`src/rtl/core/ufr_pkg.sv`:
```
// ufr_pkg: shared types, constants and the byte-wide crc-32 step for the
// frame receiver. No dependencies; used by every module in rtl/core.
package ufr_pkg;

  localparam logic [31:0] CRC_POLY    = 32'hEDB8_8320;
  localparam logic [31:0] CRC_PRESET  = 32'hFFFF_FFFF;
  localparam logic [31:0] MAGIC_RESET = 32'h4450_5553;  // "SUPD", first byte in 7:0
  localparam logic [15:0] MAXLEN_RESET = 16'd1024;

  localparam int unsigned HDR_BYTES   = 10;
  localparam int unsigned MAGIC_BYTES = 4;

  localparam int unsigned ADDR_W = 3;

  // register index, taken from paddr bit 2
  localparam logic REG_MAGIC  = 1'b0;
  localparam logic REG_MAXLEN = 1'b1;

  // frame status codes
  localparam logic [1:0] ST_NEED_MORE   = 2'd0;
  localparam logic [1:0] ST_FRAME_READY = 2'd1;
  localparam logic [1:0] ST_OVERSIZE    = 2'd2;
  localparam logic [1:0] ST_CRC_ERROR   = 2'd3;

  typedef struct packed {
    logic [31:0] magic_word;
    logic [15:0] max_payload_length;
  } ufr_cfg_t;

  typedef struct packed {
    logic [1:0]  frame_status;
    logic [7:0]  frame_version;
    logic [7:0]  frame_command;
    logic [15:0] frame_sequence;
    logic [15:0] frame_length;
    logic [7:0]  payload_byte;
    logic        payload_strobe;
    logic [15:0] payload_position;
    logic        header_info_valid;
    logic        frame_in_progress;
  } ufr_result_t;

  // reflected crc-32, one byte, lsb first
  function automatic logic [31:0] crc32_byte(input logic [31:0] crc, input logic [7:0] b);
    logic [31:0] c;
    c = crc ^ {24'h0, b};
    for (int i = 0; i < 8; i++) begin
      c = c[0] ? ((c >> 1) ^ CRC_POLY) : (c >> 1);
    end
    return c;
  endfunction

endpackage

```
`src/rtl/core/ufr_regs.sv`:
```
// ufr_regs: apb-style configuration registers (magic word, payload limit).
// Depends on ufr_pkg.
module ufr_regs (
  input  logic                       clk,
  input  logic                       rst_n,
  input  logic                       psel,
  input  logic                       penable,
  input  logic                       pwrite,
  input  logic [ufr_pkg::ADDR_W-1:0] paddr,
  input  logic [31:0]                pwdata,
  output logic [31:0]                prdata,
  output logic                       pready,
  output ufr_pkg::ufr_cfg_t          cfg
);

  logic [31:0] magic_r;
  logic [15:0] maxlen_r;
  logic        wr_en;

  assign pready = 1'b1;
  assign wr_en  = psel & penable & pwrite;

  always_ff @(posedge clk) begin
    if (!rst_n) begin
      magic_r  <= ufr_pkg::MAGIC_RESET;
      maxlen_r <= ufr_pkg::MAXLEN_RESET;
    end else if (wr_en) begin
      unique case (paddr[2])
        ufr_pkg::REG_MAGIC:  magic_r  <= pwdata;
        ufr_pkg::REG_MAXLEN: maxlen_r <= pwdata[15:0];
        default: ;
      endcase
    end
  end

  always_comb begin
    unique case (paddr[2])
      ufr_pkg::REG_MAGIC:  prdata = magic_r;
      ufr_pkg::REG_MAXLEN: prdata = {16'h0, maxlen_r};
      default:             prdata = 32'h0;
    endcase
  end

  assign cfg.magic_word         = magic_r;
  assign cfg.max_payload_length = maxlen_r;

endmodule

```
`src/rtl/core/ufr_parser.sv`:
```
// ufr_parser: frame parser state, byte-wide crc update and the result of
// one beat. Depends on ufr_pkg.
module ufr_parser (
  input  logic                   clk,
  input  logic                   rst_n,
  input  logic                   step,
  input  logic [7:0]             data_byte,
  input  ufr_pkg::ufr_cfg_t      cfg,
  output ufr_pkg::ufr_result_t   res
);

  typedef enum logic [1:0] {
    PH_SYNC    = 2'd0,
    PH_HEADER  = 2'd1,
    PH_PAYLOAD = 2'd2,
    PH_TRAILER = 2'd3
  } phase_t;

  phase_t      phase_r,   phase_nxt;
  logic [1:0]  mcnt_r,    mcnt_nxt;
  logic [3:0]  hcnt_r,    hcnt_nxt;
  logic [15:0] pcnt_r,    pcnt_nxt;
  logic [1:0]  tcnt_r,    tcnt_nxt;
  logic [23:0] trl_r,     trl_nxt;
  logic [31:0] crc_r,     crc_nxt;
  logic        info_r,    info_nxt;
  logic [7:0]  ver_r,     ver_nxt;
  logic [7:0]  cmd_r,     cmd_nxt;
  logic [15:0] seq_r,     seq_nxt;
  logic [15:0] len_r,     len_nxt;
  logic [7:0]  stage_r [5];
  logic [7:0]  stage_nxt [5];

  logic [7:0]  magic_sel;
  logic        magic_hit;
  logic        magic_first;
  logic [31:0] crc_in;
  logic [31:0] crc_upd;
  logic [2:0]  stage_idx;
  logic [15:0] hdr_len_new;
  logic [15:0] pcnt_inc;
  logic [1:0]  status;
  logic        strobe;

  assign magic_sel   = cfg.magic_word[{mcnt_r, 3'b000} +: 8];
  assign magic_hit   = (data_byte == magic_sel);
  assign magic_first = (data_byte == cfg.magic_word[7:0]);
  // in sync a fresh match starts from the preset
  assign crc_in      = ((phase_r == PH_SYNC) && ((mcnt_r == 2'd0) || !magic_hit)) ?
                       ufr_pkg::CRC_PRESET : crc_r;
  assign crc_upd     = ufr_pkg::crc32_byte(crc_in, data_byte);
  assign stage_idx   = hcnt_r[2:0] - 3'd4;
  assign hdr_len_new = {data_byte, stage_r[4]};
  assign pcnt_inc    = pcnt_r + 16'd1;

  always_comb begin
    phase_nxt = phase_r;
    mcnt_nxt  = mcnt_r;
    hcnt_nxt  = hcnt_r;
    pcnt_nxt  = pcnt_r;
    tcnt_nxt  = tcnt_r;
    trl_nxt   = trl_r;
    crc_nxt   = crc_r;
    info_nxt  = info_r;
    ver_nxt   = ver_r;
    cmd_nxt   = cmd_r;
    seq_nxt   = seq_r;
    len_nxt   = len_r;
    for (int i = 0; i < 5; i++) begin
      stage_nxt[i] = stage_r[i];
    end
    status = ufr_pkg::ST_NEED_MORE;
    strobe = 1'b0;

    unique case (phase_r)
      PH_SYNC: begin
        if (magic_hit) begin
          if (mcnt_r == 2'd0) info_nxt = 1'b0;
          crc_nxt = crc_upd;
          if (mcnt_r == 2'(ufr_pkg::MAGIC_BYTES - 1)) begin
            phase_nxt = PH_HEADER;
            mcnt_nxt  = 2'd0;
            hcnt_nxt  = 4'(ufr_pkg::MAGIC_BYTES);
          end else begin
            mcnt_nxt = mcnt_r + 2'd1;
          end
        end else if (magic_first) begin
          info_nxt = 1'b0;
          crc_nxt  = crc_upd;
          mcnt_nxt = 2'd1;
        end else begin
          mcnt_nxt = 2'd0;
        end
      end
      PH_HEADER: begin
        if (stage_idx < 3'd5) stage_nxt[stage_idx] = data_byte;
        crc_nxt  = crc_upd;
        hcnt_nxt = hcnt_r + 4'd1;
        if (hcnt_r == 4'(ufr_pkg::HDR_BYTES - 1)) begin
          ver_nxt  = stage_r[0];
          cmd_nxt  = stage_r[1];
          seq_nxt  = {stage_r[3], stage_r[2]};
          len_nxt  = hdr_len_new;
          info_nxt = 1'b1;
          if (hdr_len_new > cfg.max_payload_length) begin
            status    = ufr_pkg::ST_OVERSIZE;
            phase_nxt = PH_SYNC;
            hcnt_nxt  = 4'd0;
            crc_nxt   = ufr_pkg::CRC_PRESET;
          end else begin
            phase_nxt = (hdr_len_new == 16'd0) ? PH_TRAILER : PH_PAYLOAD;
          end
        end
      end
      PH_PAYLOAD: begin
        strobe   = 1'b1;
        crc_nxt  = crc_upd;
        pcnt_nxt = pcnt_inc;
        if (pcnt_inc >= len_r) phase_nxt = PH_TRAILER;
      end
      PH_TRAILER: begin
        if (tcnt_r == 2'd3) begin
          status    = (~crc_r == {data_byte, trl_r}) ? ufr_pkg::ST_FRAME_READY
                                                     : ufr_pkg::ST_CRC_ERROR;
          phase_nxt = PH_SYNC;
          hcnt_nxt  = 4'd0;
          pcnt_nxt  = 16'd0;
          tcnt_nxt  = 2'd0;
          trl_nxt   = 24'h0;
          crc_nxt   = ufr_pkg::CRC_PRESET;
        end else begin
          trl_nxt[{tcnt_r, 3'b000} +: 8] = data_byte;
          tcnt_nxt = tcnt_r + 2'd1;
        end
      end
      default: ;
    endcase
  end

  always_ff @(posedge clk) begin
    if (!rst_n) begin
      phase_r <= PH_SYNC;
      mcnt_r  <= 2'd0;
      hcnt_r  <= 4'd0;
      pcnt_r  <= 16'd0;
      tcnt_r  <= 2'd0;
      trl_r   <= 24'h0;
      crc_r   <= ufr_pkg::CRC_PRESET;
      info_r  <= 1'b0;
      ver_r   <= 8'h0;
      cmd_r   <= 8'h0;
      seq_r   <= 16'h0;
      len_r   <= 16'h0;
      for (int i = 0; i < 5; i++) begin
        stage_r[i] <= 8'h0;
      end
    end else if (step) begin
      phase_r <= phase_nxt;
      mcnt_r  <= mcnt_nxt;
      hcnt_r  <= hcnt_nxt;
      pcnt_r  <= pcnt_nxt;
      tcnt_r  <= tcnt_nxt;
      trl_r   <= trl_nxt;
      crc_r   <= crc_nxt;
      info_r  <= info_nxt;
      ver_r   <= ver_nxt;
      cmd_r   <= cmd_nxt;
      seq_r   <= seq_nxt;
      len_r   <= len_nxt;
      for (int i = 0; i < 5; i++) begin
        stage_r[i] <= stage_nxt[i];
      end
    end
  end

  assign res.frame_status      = status;
  assign res.frame_version     = ver_nxt;
  assign res.frame_command     = cmd_nxt;
  assign res.frame_sequence    = seq_nxt;
  assign res.frame_length      = len_nxt;
  assign res.payload_byte      = strobe ? data_byte : 8'h0;
  assign res.payload_strobe    = strobe;
  assign res.payload_position  = strobe ? pcnt_r : 16'h0;
  assign res.header_info_valid = info_nxt;
  assign res.frame_in_progress = (phase_nxt != PH_SYNC);

endmodule

```
`src/rtl/core/update_frame_receiver_crc32_unit.sv`:
```
// update_frame_receiver_crc32_unit: top level of the byte-serial frame receiver.
// Depends on ufr_pkg, ufr_regs and ufr_parser.
//
//   channel | direction | ports                   | beat
//   in_     | input     | valid/ready, data_byte  | one received byte
//   out_    | output    | valid/ready, 10 fields  | one result per input byte
//   cfg_    | apb slave | psel..pready            | register write or read
//
// one byte per cycle sustained while out_ready is held high; an input beat passes the
// input register, then the parser and crc step into the result register.
// the byte-wide crc-32 step and the header compare set the path length.
// reset is synchronous, active low; all registers but in_data_r and out_r reset.
// a stalled result holds the result register and, behind it, the input register.
module update_frame_receiver_crc32_unit (
  input  logic                       clk,
  input  logic                       rst_n,
  input  logic                       in_valid,
  output logic                       in_ready,
  input  logic [7:0]                 in_data_byte,
  output logic                       out_valid,
  input  logic                       out_ready,
  output logic [1:0]                 out_frame_status,
  output logic [7:0]                 out_frame_version,
  output logic [7:0]                 out_frame_command,
  output logic [15:0]                out_frame_sequence,
  output logic [15:0]                out_frame_length,
  output logic [7:0]                 out_payload_byte,
  output logic                       out_payload_strobe,
  output logic [15:0]                out_payload_position,
  output logic                       out_header_info_valid,
  output logic                       out_frame_in_progress,
  input  logic                       cfg_psel,
  input  logic                       cfg_penable,
  input  logic                       cfg_pwrite,
  input  logic [ufr_pkg::ADDR_W-1:0] cfg_paddr,
  input  logic [31:0]                cfg_pwdata,
  output logic [31:0]                cfg_prdata,
  output logic                       cfg_pready
);

  ufr_pkg::ufr_cfg_t    cfg;
  ufr_pkg::ufr_result_t res;
  ufr_pkg::ufr_result_t out_r;

  logic       in_vld_r;
  logic [7:0] in_data_r;
  logic       out_vld_r;
  logic       advance;

  // move the held byte into the result register when that slot frees up
  assign advance  = in_vld_r & (~out_vld_r | out_ready);
  assign in_ready = ~in_vld_r | advance;

  ufr_regs u_regs (
    .clk     (clk),
    .rst_n   (rst_n),
    .psel    (cfg_psel),
    .penable (cfg_penable),
    .pwrite  (cfg_pwrite),
    .paddr   (cfg_paddr),
    .pwdata  (cfg_pwdata),
    .prdata  (cfg_prdata),
    .pready  (cfg_pready),
    .cfg     (cfg)
  );

  ufr_parser u_parser (
    .clk       (clk),
    .rst_n     (rst_n),
    .step      (advance),
    .data_byte (in_data_r),
    .cfg       (cfg),
    .res       (res)
  );

  always_ff @(posedge clk) begin
    if (!rst_n) begin
      in_vld_r  <= 1'b0;
      out_vld_r <= 1'b0;
    end else begin
      if (in_valid && in_ready) begin
        in_vld_r <= 1'b1;
      end else if (advance) begin
        in_vld_r <= 1'b0;
      end
      if (advance) begin
        out_vld_r <= 1'b1;
      end else if (out_ready) begin
        out_vld_r <= 1'b0;
      end
    end
  end

  always_ff @(posedge clk) begin
    if (in_valid && in_ready) in_data_r <= in_data_byte;
    if (advance) out_r <= res;
  end

  assign out_valid             = out_vld_r;
  assign out_frame_status      = out_r.frame_status;
  assign out_frame_version     = out_r.frame_version;
  assign out_frame_command     = out_r.frame_command;
  assign out_frame_sequence    = out_r.frame_sequence;
  assign out_frame_length      = out_r.frame_length;
  assign out_payload_byte      = out_r.payload_byte;
  assign out_payload_strobe    = out_r.payload_strobe;
  assign out_payload_position  = out_r.payload_position;
  assign out_header_info_valid = out_r.header_info_valid;
  assign out_frame_in_progress = out_r.frame_in_progress;

endmodule
```
`config.mk`:
```
export PLATFORM = sky130hd
export DESIGN_NAME = update_frame_receiver_crc32_unit
export DESIGN_NICKNAME = d
export VERILOG_FILES = /design/src/rtl/core/ufr_pkg.sv /design/src/rtl/core/ufr_regs.sv /design/src/rtl/core/ufr_parser.sv /design/src/rtl/core/update_frame_receiver_crc32_unit.sv
export SDC_FILE = /design/constraint.sdc
export NUM_CORES = 1
export LEC_CHECK = 0
export ABC_AREA = 1
export BUFFER_PORTS_ARGS = -buffer_cell sky130_fd_sc_hd__buf_2
export CAP_MARGIN = 30
export CORE_MARGIN = 2
export CORE_UTILIZATION = 50
export CTS_CLUSTER_SIZE = 30
export DETAILED_ROUTE_END_ITERATION = 8
export HOLD_SLACK_MARGIN = 0.15
export PLACE_DENSITY_LB_ADDON = 0.08
export SYNTH_ARGS = -nofsm -noshare
export SYNTH_HDL_FRONTEND = slang
export SYNTH_SLANG_ARGS = --single-unit
```
`constraint.sdc`:
```
create_clock -name clk -period 11.6 [get_ports clk]
set_input_delay 2.32 -clock clk [delete_from_list [all_inputs] [get_ports clk]]
set_output_delay 2.32 -clock clk [all_outputs]
set_load 0.005 [all_outputs]
```
==> metrics.cfg, run 1 <==
[status]
outcome=completed

[synth]
synth_cell_types=46
synthArstFlopShare=0
synth_commonest_cells=nand2_1 (401), inv_1 (237), o21ai_0 (198)
synth.most_common_cell=nand2_1
synth_top_area_share=0.240
syn_nets=2086
synth-seq-area-share=0.471
synth.largest_area_cell=edfxtp_1
yosys_register_bits=306
syn_inst=1994
syn-cell-area_um2=15600
synthTopCellsByArea=edfxtp_1 (24%), dfxtp_1 (23%), nand2_1 (9.6%)
synth-edff-count=125
ys.flop_type=dfxtp_1
yosysWarnings=0
synth_area_per_cell_um2=7.85

[grt]
grt_pass1_vias=12600
met2_usage=0.414
grt_usage=0.253
grt_overflow=0
grt_use_met1=0.346
grt_use_met3=0.0389
grt_pass1_wl_mm=67.0
grt_max_degree=101
busiest_layer=met2
antenna_found_initial=0

[layout]
fillerInstances=2857
fin_cells=2539
syn_to_final_growth_pct=14.5
nets=2209
postLayoutCoreUtil=0.584
layout-drive-gt1-share=0.142
regArea_um2=7380
diodes=0
multi_input_area_um2=6920

[placed_design]
routabilityCongestion=0.889
portBuffers=158
hpwl_mm=28.4
place_inst=2475

[die]
pin_count=162
die_x_um=181
dieArea_um2=32700
die_h_um=181
core_area_um2=30700
start_util=0.510
row_count=64

[timing]
min_period_ns=5.97
relSlewSlack=0.294
clock_skew_ns=0.0171
tns_ns=0
fmax_ghz=0.167
rsz0062_at_grt=no
hold_viol=0
setup_viol=0
tightestPinTransition_ns=1.05
post-route-period-util=0.515
drv_slew=0

[cts]
clock_latency_ns=0.52
path_clk_slew_ns=0.05
numCtsBuffers=35
hold_buffers=0
cts_setup_buffers=0
cts_tree=yes
ctsResizeCount=0
clock-sinks=306
htreeDepth=2
clock-root-buffer=clkbuf_16
clockBufferDepth=3

[worst_setup_path]
path_cells=buf_2 -> inv_1 -> o21ai_0 -> buf_2
end_kind=output pin
cp_common_cell=buf_2
cp_max_fo=32
cp_slowest_cell=inv_1
start_kind=input port
arrival_ns=3.65
critPathBufInv=3
path_class=input port to output pin
slowest_delay_ns=0.46
worstPathRequired_ns=9.28
path_delay_family=buffers and inverters

[pwr]
power.internal_w=0.00195
power.switching_w=0.000678
p_seq_frac=0.457
p_leak_nw=7.84
swShare=0.258
power.density_nw_per_um2=147
peakVddDrop_mv=0.0857
p_comb_frac=0.117
pwr-share-clk=0.425

[route]
routed_via_density=5.29
detail_route.wirelength_mm=41.9
vias=13400
drtAntennaViolNets=0
drt-pass1-iter-count=7
remaining_drc_errors=0
wl_per_cell_um=16.5
initialDrtViolationCount=973

[job]
drv_cap=0

[worst_hold_path]
min_path_type=flip-flop to flip-flop

## final cells by class
class | count | area share
Clock buffer | 52 | 0.0570
Timing Repair Buffer | 179 | 0.0552
Sequential cell | 306 | 0.412
Tap cell | 396 | 0.0277
Clock inverter | 11 | 0.00810
Inverter | 257 | 0.0541
Multi-Input combinational cell | 1338 | 0.386
## cell usage in the layout, fill, tap and decap left out, types with 19 or more instances in the layout
| cell | n |
|---|---|
| a21oi_1 | 185 |
| edfxtp_1 | 125 |
| nand2_1 | 400 |
| buf_4 | 19 |
| buf_2 | 158 |
| xor2_1 | 51 |
| a211oi_1 | 36 |
| o21ai_0 | 198 |
| nand3_1 | 98 |
| clkbuf_16 | 36 |
| xnor2_1 | 21 |
| nor2_1 | 177 |
| inv_1 | 236 |
| nand2_2 | 28 |
| ha_1 | 42 |
| dfxtp_1 | 181 |
## per-layer routing
layer  vias to the layer above  wire [um]
met1                      6163      19200
li1                       6798          -
met2                       384      19100
met5                         -          0
met3                        81       2340
met4                         0       1230
## registers in the layout, summed over array words and instances (netlist names), 8 cells and up
register and flops:
in_data_r 8, out_frame_command 8, out_frame_length 16, out_frame_sequence 16
out_frame_version 8, out_payload_byte 8, out_payload_position 16, u_parser.cmd_r 8
u_parser.crc_r 32, u_parser.len_r 16, u_parser.pcnt_r 16, u_parser.seq_r 16
u_parser.stage_r 40, u_parser.trl_r 24, u_parser.ver_r 8, u_regs.magic_r 32
u_regs.maxlen_r 16
## worst paths after layout
kind,start,end,slack [ns],cells past startpoint
worst max-delay path,cfg_paddr[2],cfg_prdata[3],5.63,4
worst min-delay path,u_parser.trl_r[22]$_SDFFE_PN0P_,u_parser.trl_r[22]$_SDFFE_PN0P_,0.46,2
worst max register to register,in_data_r[4]$_DFFE_PP_,u_parser.crc_r[23]$_SDFFE_PN1P_,7.56,11
worst min register to register,u_parser.trl_r[22]$_SDFFE_PN0P_,u_parser.trl_r[22]$_SDFFE_PN0P_,0.46,2
## through the flow
step / setup WS [ns] / total power (W) / hold WS, ns / area [um2]
detailed placement: 5.61 / 0.00153 / 0.455 / 16700
global route: 5.48 / 0.00273 / 0.490 / 17900
global placement: 5.66 / 0.00152 / 0.452 / 16700
CTS: 5.61 / 0.00265 / 0.467 / 17900
floorplan: 5.04 / 0.00143 / 0.432 / 15600
finish: 5.63 / 0.00263 / 0.464 / 17900
## power by group through the flow
stage | clock network, W | registers [W] | logic [W]
3_5_place_dp | 0 | 0.00123 | 0.000305
6_report | 0.00112 | 0.00120 | 0.000309
3_3_place_gp | 0 | 0.00123 | 0.000297
5_1_grt | 0.00118 | 0.00121 | 0.000347
4_1_cts | 0.00114 | 0.00120 | 0.000307
2_1_floorplan | 0 | 0.00122 | 0.000215
## worst register-to-register path, cell delays in order, from the launching register on
cell and delay, ns:
edfxtp_1 0.69, ha_1 0.44, nand3_1 0.08, nor3_1 0.33, nand2_1 0.10, a31oi_1 0.30, nand2_1 0.19, o21ai_2 0.52
clkinv_1 0.77, nand3_1 0.41, nand2_1 0.09, nand2_1 0.06
## cell families (layout without fill, tap and decap cells)
logic type / count (synthesis) / in the layout / synth area share
AND/OR/NAND/NOR: 773 / 773 / 0.214
AO/OA/AOI/OAI: 449 / 449 / 0.151
buffers and inverters: 350 / 499 / 0.0880
flip-flops: 306 / 306 / 0.471
XOR/XNOR: 73 / 73 / 0.0413
adder cells (fa/ha/maj): 42 / 42 / 0.0336
other: 1 / 1 / 0.000240
(Power assumes the default switching activity.)
==> run 2: changes to the inputs <==
==> constraint.sdc (replaced) <==
create_clock -name clk -period 6.03 [get_ports clk]
set_input_delay 1.206 -clock clk [delete_from_list [all_inputs] [get_ports clk]]
set_output_delay 1.206 -clock clk [all_outputs]
set_load 0.005 [all_outputs]
==> run 2 against run 1 <==
Net effect: non-clock buffer count increased by 2; critical path depth increased by 7; first-iteration DRC count increased by 2.6%; global-route usage decreased by 0.26 points; sequential power increased by 93%; clock power increased by 95%; largest power group unchanged; routed wire length increased by 0.48%; power increased by 93%; largest cell class unchanged; combinational power increased by 92%.
==> metrics.cfg, run 2 (synthesis gave the netlist of run 1 again) <==
[timing]
hold_viol=0
min_period_ns=3.92
tns_ns=0
rsz0062_at_grt=no
post-route-period-util=0.650
relSlewSlack=0.280
clock_skew_ns=0.0165
setup_ws_ns=2.11
fmax_ghz=0.255
setup_viol=0
tightestPinTransition_ns=1.07
drv_slew=0

[cts]
path_clk_slew_ns=0.06
clockBufferDepth=3
clock-root-buffer=clkbuf_16
numCtsBuffers=36
cts_tree=yes
ctsResizeCount=0
clock_latency_ns=0.52
hold_buffers=0
cts_setup_buffers=0
clock-sinks=306
htreeDepth=2

[route]
drtAntennaViolNets=0
vias=13600
detail_route.wirelength_mm=42.1
wl_per_cell_um=16.5
initialDrtViolationCount=998
drt-pass1-iter-count=7
remaining_drc_errors=0
routed_via_density=5.36

[worst_setup_path]
cp_max_fo=19
end_kind=flip-flop
path_class=flip-flop to flip-flop
start_kind=flip-flop
arrival_ns=4.37
worstPathRequired_ns=6.48

[die]
die_h_um=181
dieArea_um2=32700
die_x_um=181
start_util=0.510
row_count=64
pin_count=162
core_area_um2=30700

[pwr]
p_leak_nw=7.87
power.density_nw_per_um2=283
peakVddDrop_mv=0.165

[job]
drv_cap=0

[worst_hold_path]
min_path_type=flip-flop to flip-flop

[grt]
antenna_found_initial=0
grt_max_degree=97
grt_pass1_wl_mm=66.5
grt_usage=0.251
grt_overflow=0
grt_pass1_vias=12500

[status]
outcome=completed

[layout]
layout-drive-gt1-share=0.143
layout_commonest_cell=nand2_1
largest_register=u_parser.stage_r
fillerInstances=2846
largest_reg_flops=40
syn_to_final_growth_pct=14.8
largestRegisters=u_parser.stage_r x40, u_parser.crc_r x32, u_regs.magic_r x32
final_cell_mix=nand2_1 (400), inv_1 (236), o21ai_0 (198), a21oi_1 (185), dfxtp_1 (181)
nets=2212
diodes=0

[placed_design]
hpwl_mm=28.8
routabilityCongestion=0.885
portBuffers=158
pre_cts_slack_ns=2.13

[run 2: cell count changes in the layout (fill, tap and decap cells not counted), sizes merged]
cell / previous run / this run
bufinv: 3 / 2
clkinv: 17 / 19
clkbuf: 52 / 53
buf: 179 / 181
inv: 248 / 247
[run 2: stage by stage]
step | utilization | std cells | cell area (um2) | hold slack [ns] | total power [W]
2_1_floorplan | - | 1994 | 15600 | 0.432 | 0.00276
5_1_grt | 0.586 | 2542 | 18000 | 0.478 | 0.00528
4_1_cts | 0.585 | 2541 | 17900 | 0.463 | 0.00512
6_report | 0.586 | 2542 | 18000 | 0.457 | 0.00509
3_3_place_gp | 0.544 | 2474 | 16700 | 0.445 | 0.00293
3_5_place_dp | 0.546 | 2477 | 16700 | 0.456 | 0.00295
[run 2: layer usage]
layer,global-route usage,vias to the layer above,share of wire
met4,0.0829,0,0.030
li1,-,6810,-
met2,0.407,449,0.46
met3,0.0345,98,0.063
met1,0.346,6273,0.45
met5,0,-,0
[run 2: final cells by class]
cell class	count	area [um2]	area share
clock buffer	53	1090	0.0606
clock inverter	11	113	0.00627
inverter	257	968	0.0539
multi-input combinational	1338	6920	0.385
sequential	306	7380	0.411
tap	396	495	0.0276
timing repair buffer	181	996	0.0555
[run 2: worst paths after layout]
check                             startpoint                               to  slack [ns]  cells after the start
max reg2reg           in_data_r[5]$_DFFE_PP_  u_parser.crc_r[23]$_SDFFE_PN1P_        2.11                     11
min          u_parser.trl_r[18]$_SDFFE_PN0P_  u_parser.trl_r[18]$_SDFFE_PN0P_        0.46                      2
min reg2reg  u_parser.trl_r[18]$_SDFFE_PN0P_  u_parser.trl_r[18]$_SDFFE_PN0P_        0.46                      2
max                   in_data_r[5]$_DFFE_PP_  u_parser.crc_r[23]$_SDFFE_PN1P_        2.11                     11
[run 2: power breakdown]
part	total, W	internal (W)	switching (W)	leakage, nW
logic	0.000593	0.000195	0.000398	4.58
registers	0.00232	0.00226	0.0000592	2.70
clock network	0.00218	0.00134	0.000841	0.593
total	0.00509	0.00379	0.00130	7.87
[run 2: critical path, stage by stage (launching register included)]
cell	delay [ns]
edfxtp_1	0.67
ha_1	0.45
nand3_1	0.08
nor3_1	0.29
nand2_1	0.09
a31oi_1	0.27
nand2_1	0.19
o21ai_2	0.54
clkinv_1	0.75
nand3_1	0.38
nand2_1	0.08
nand2_1	0.06
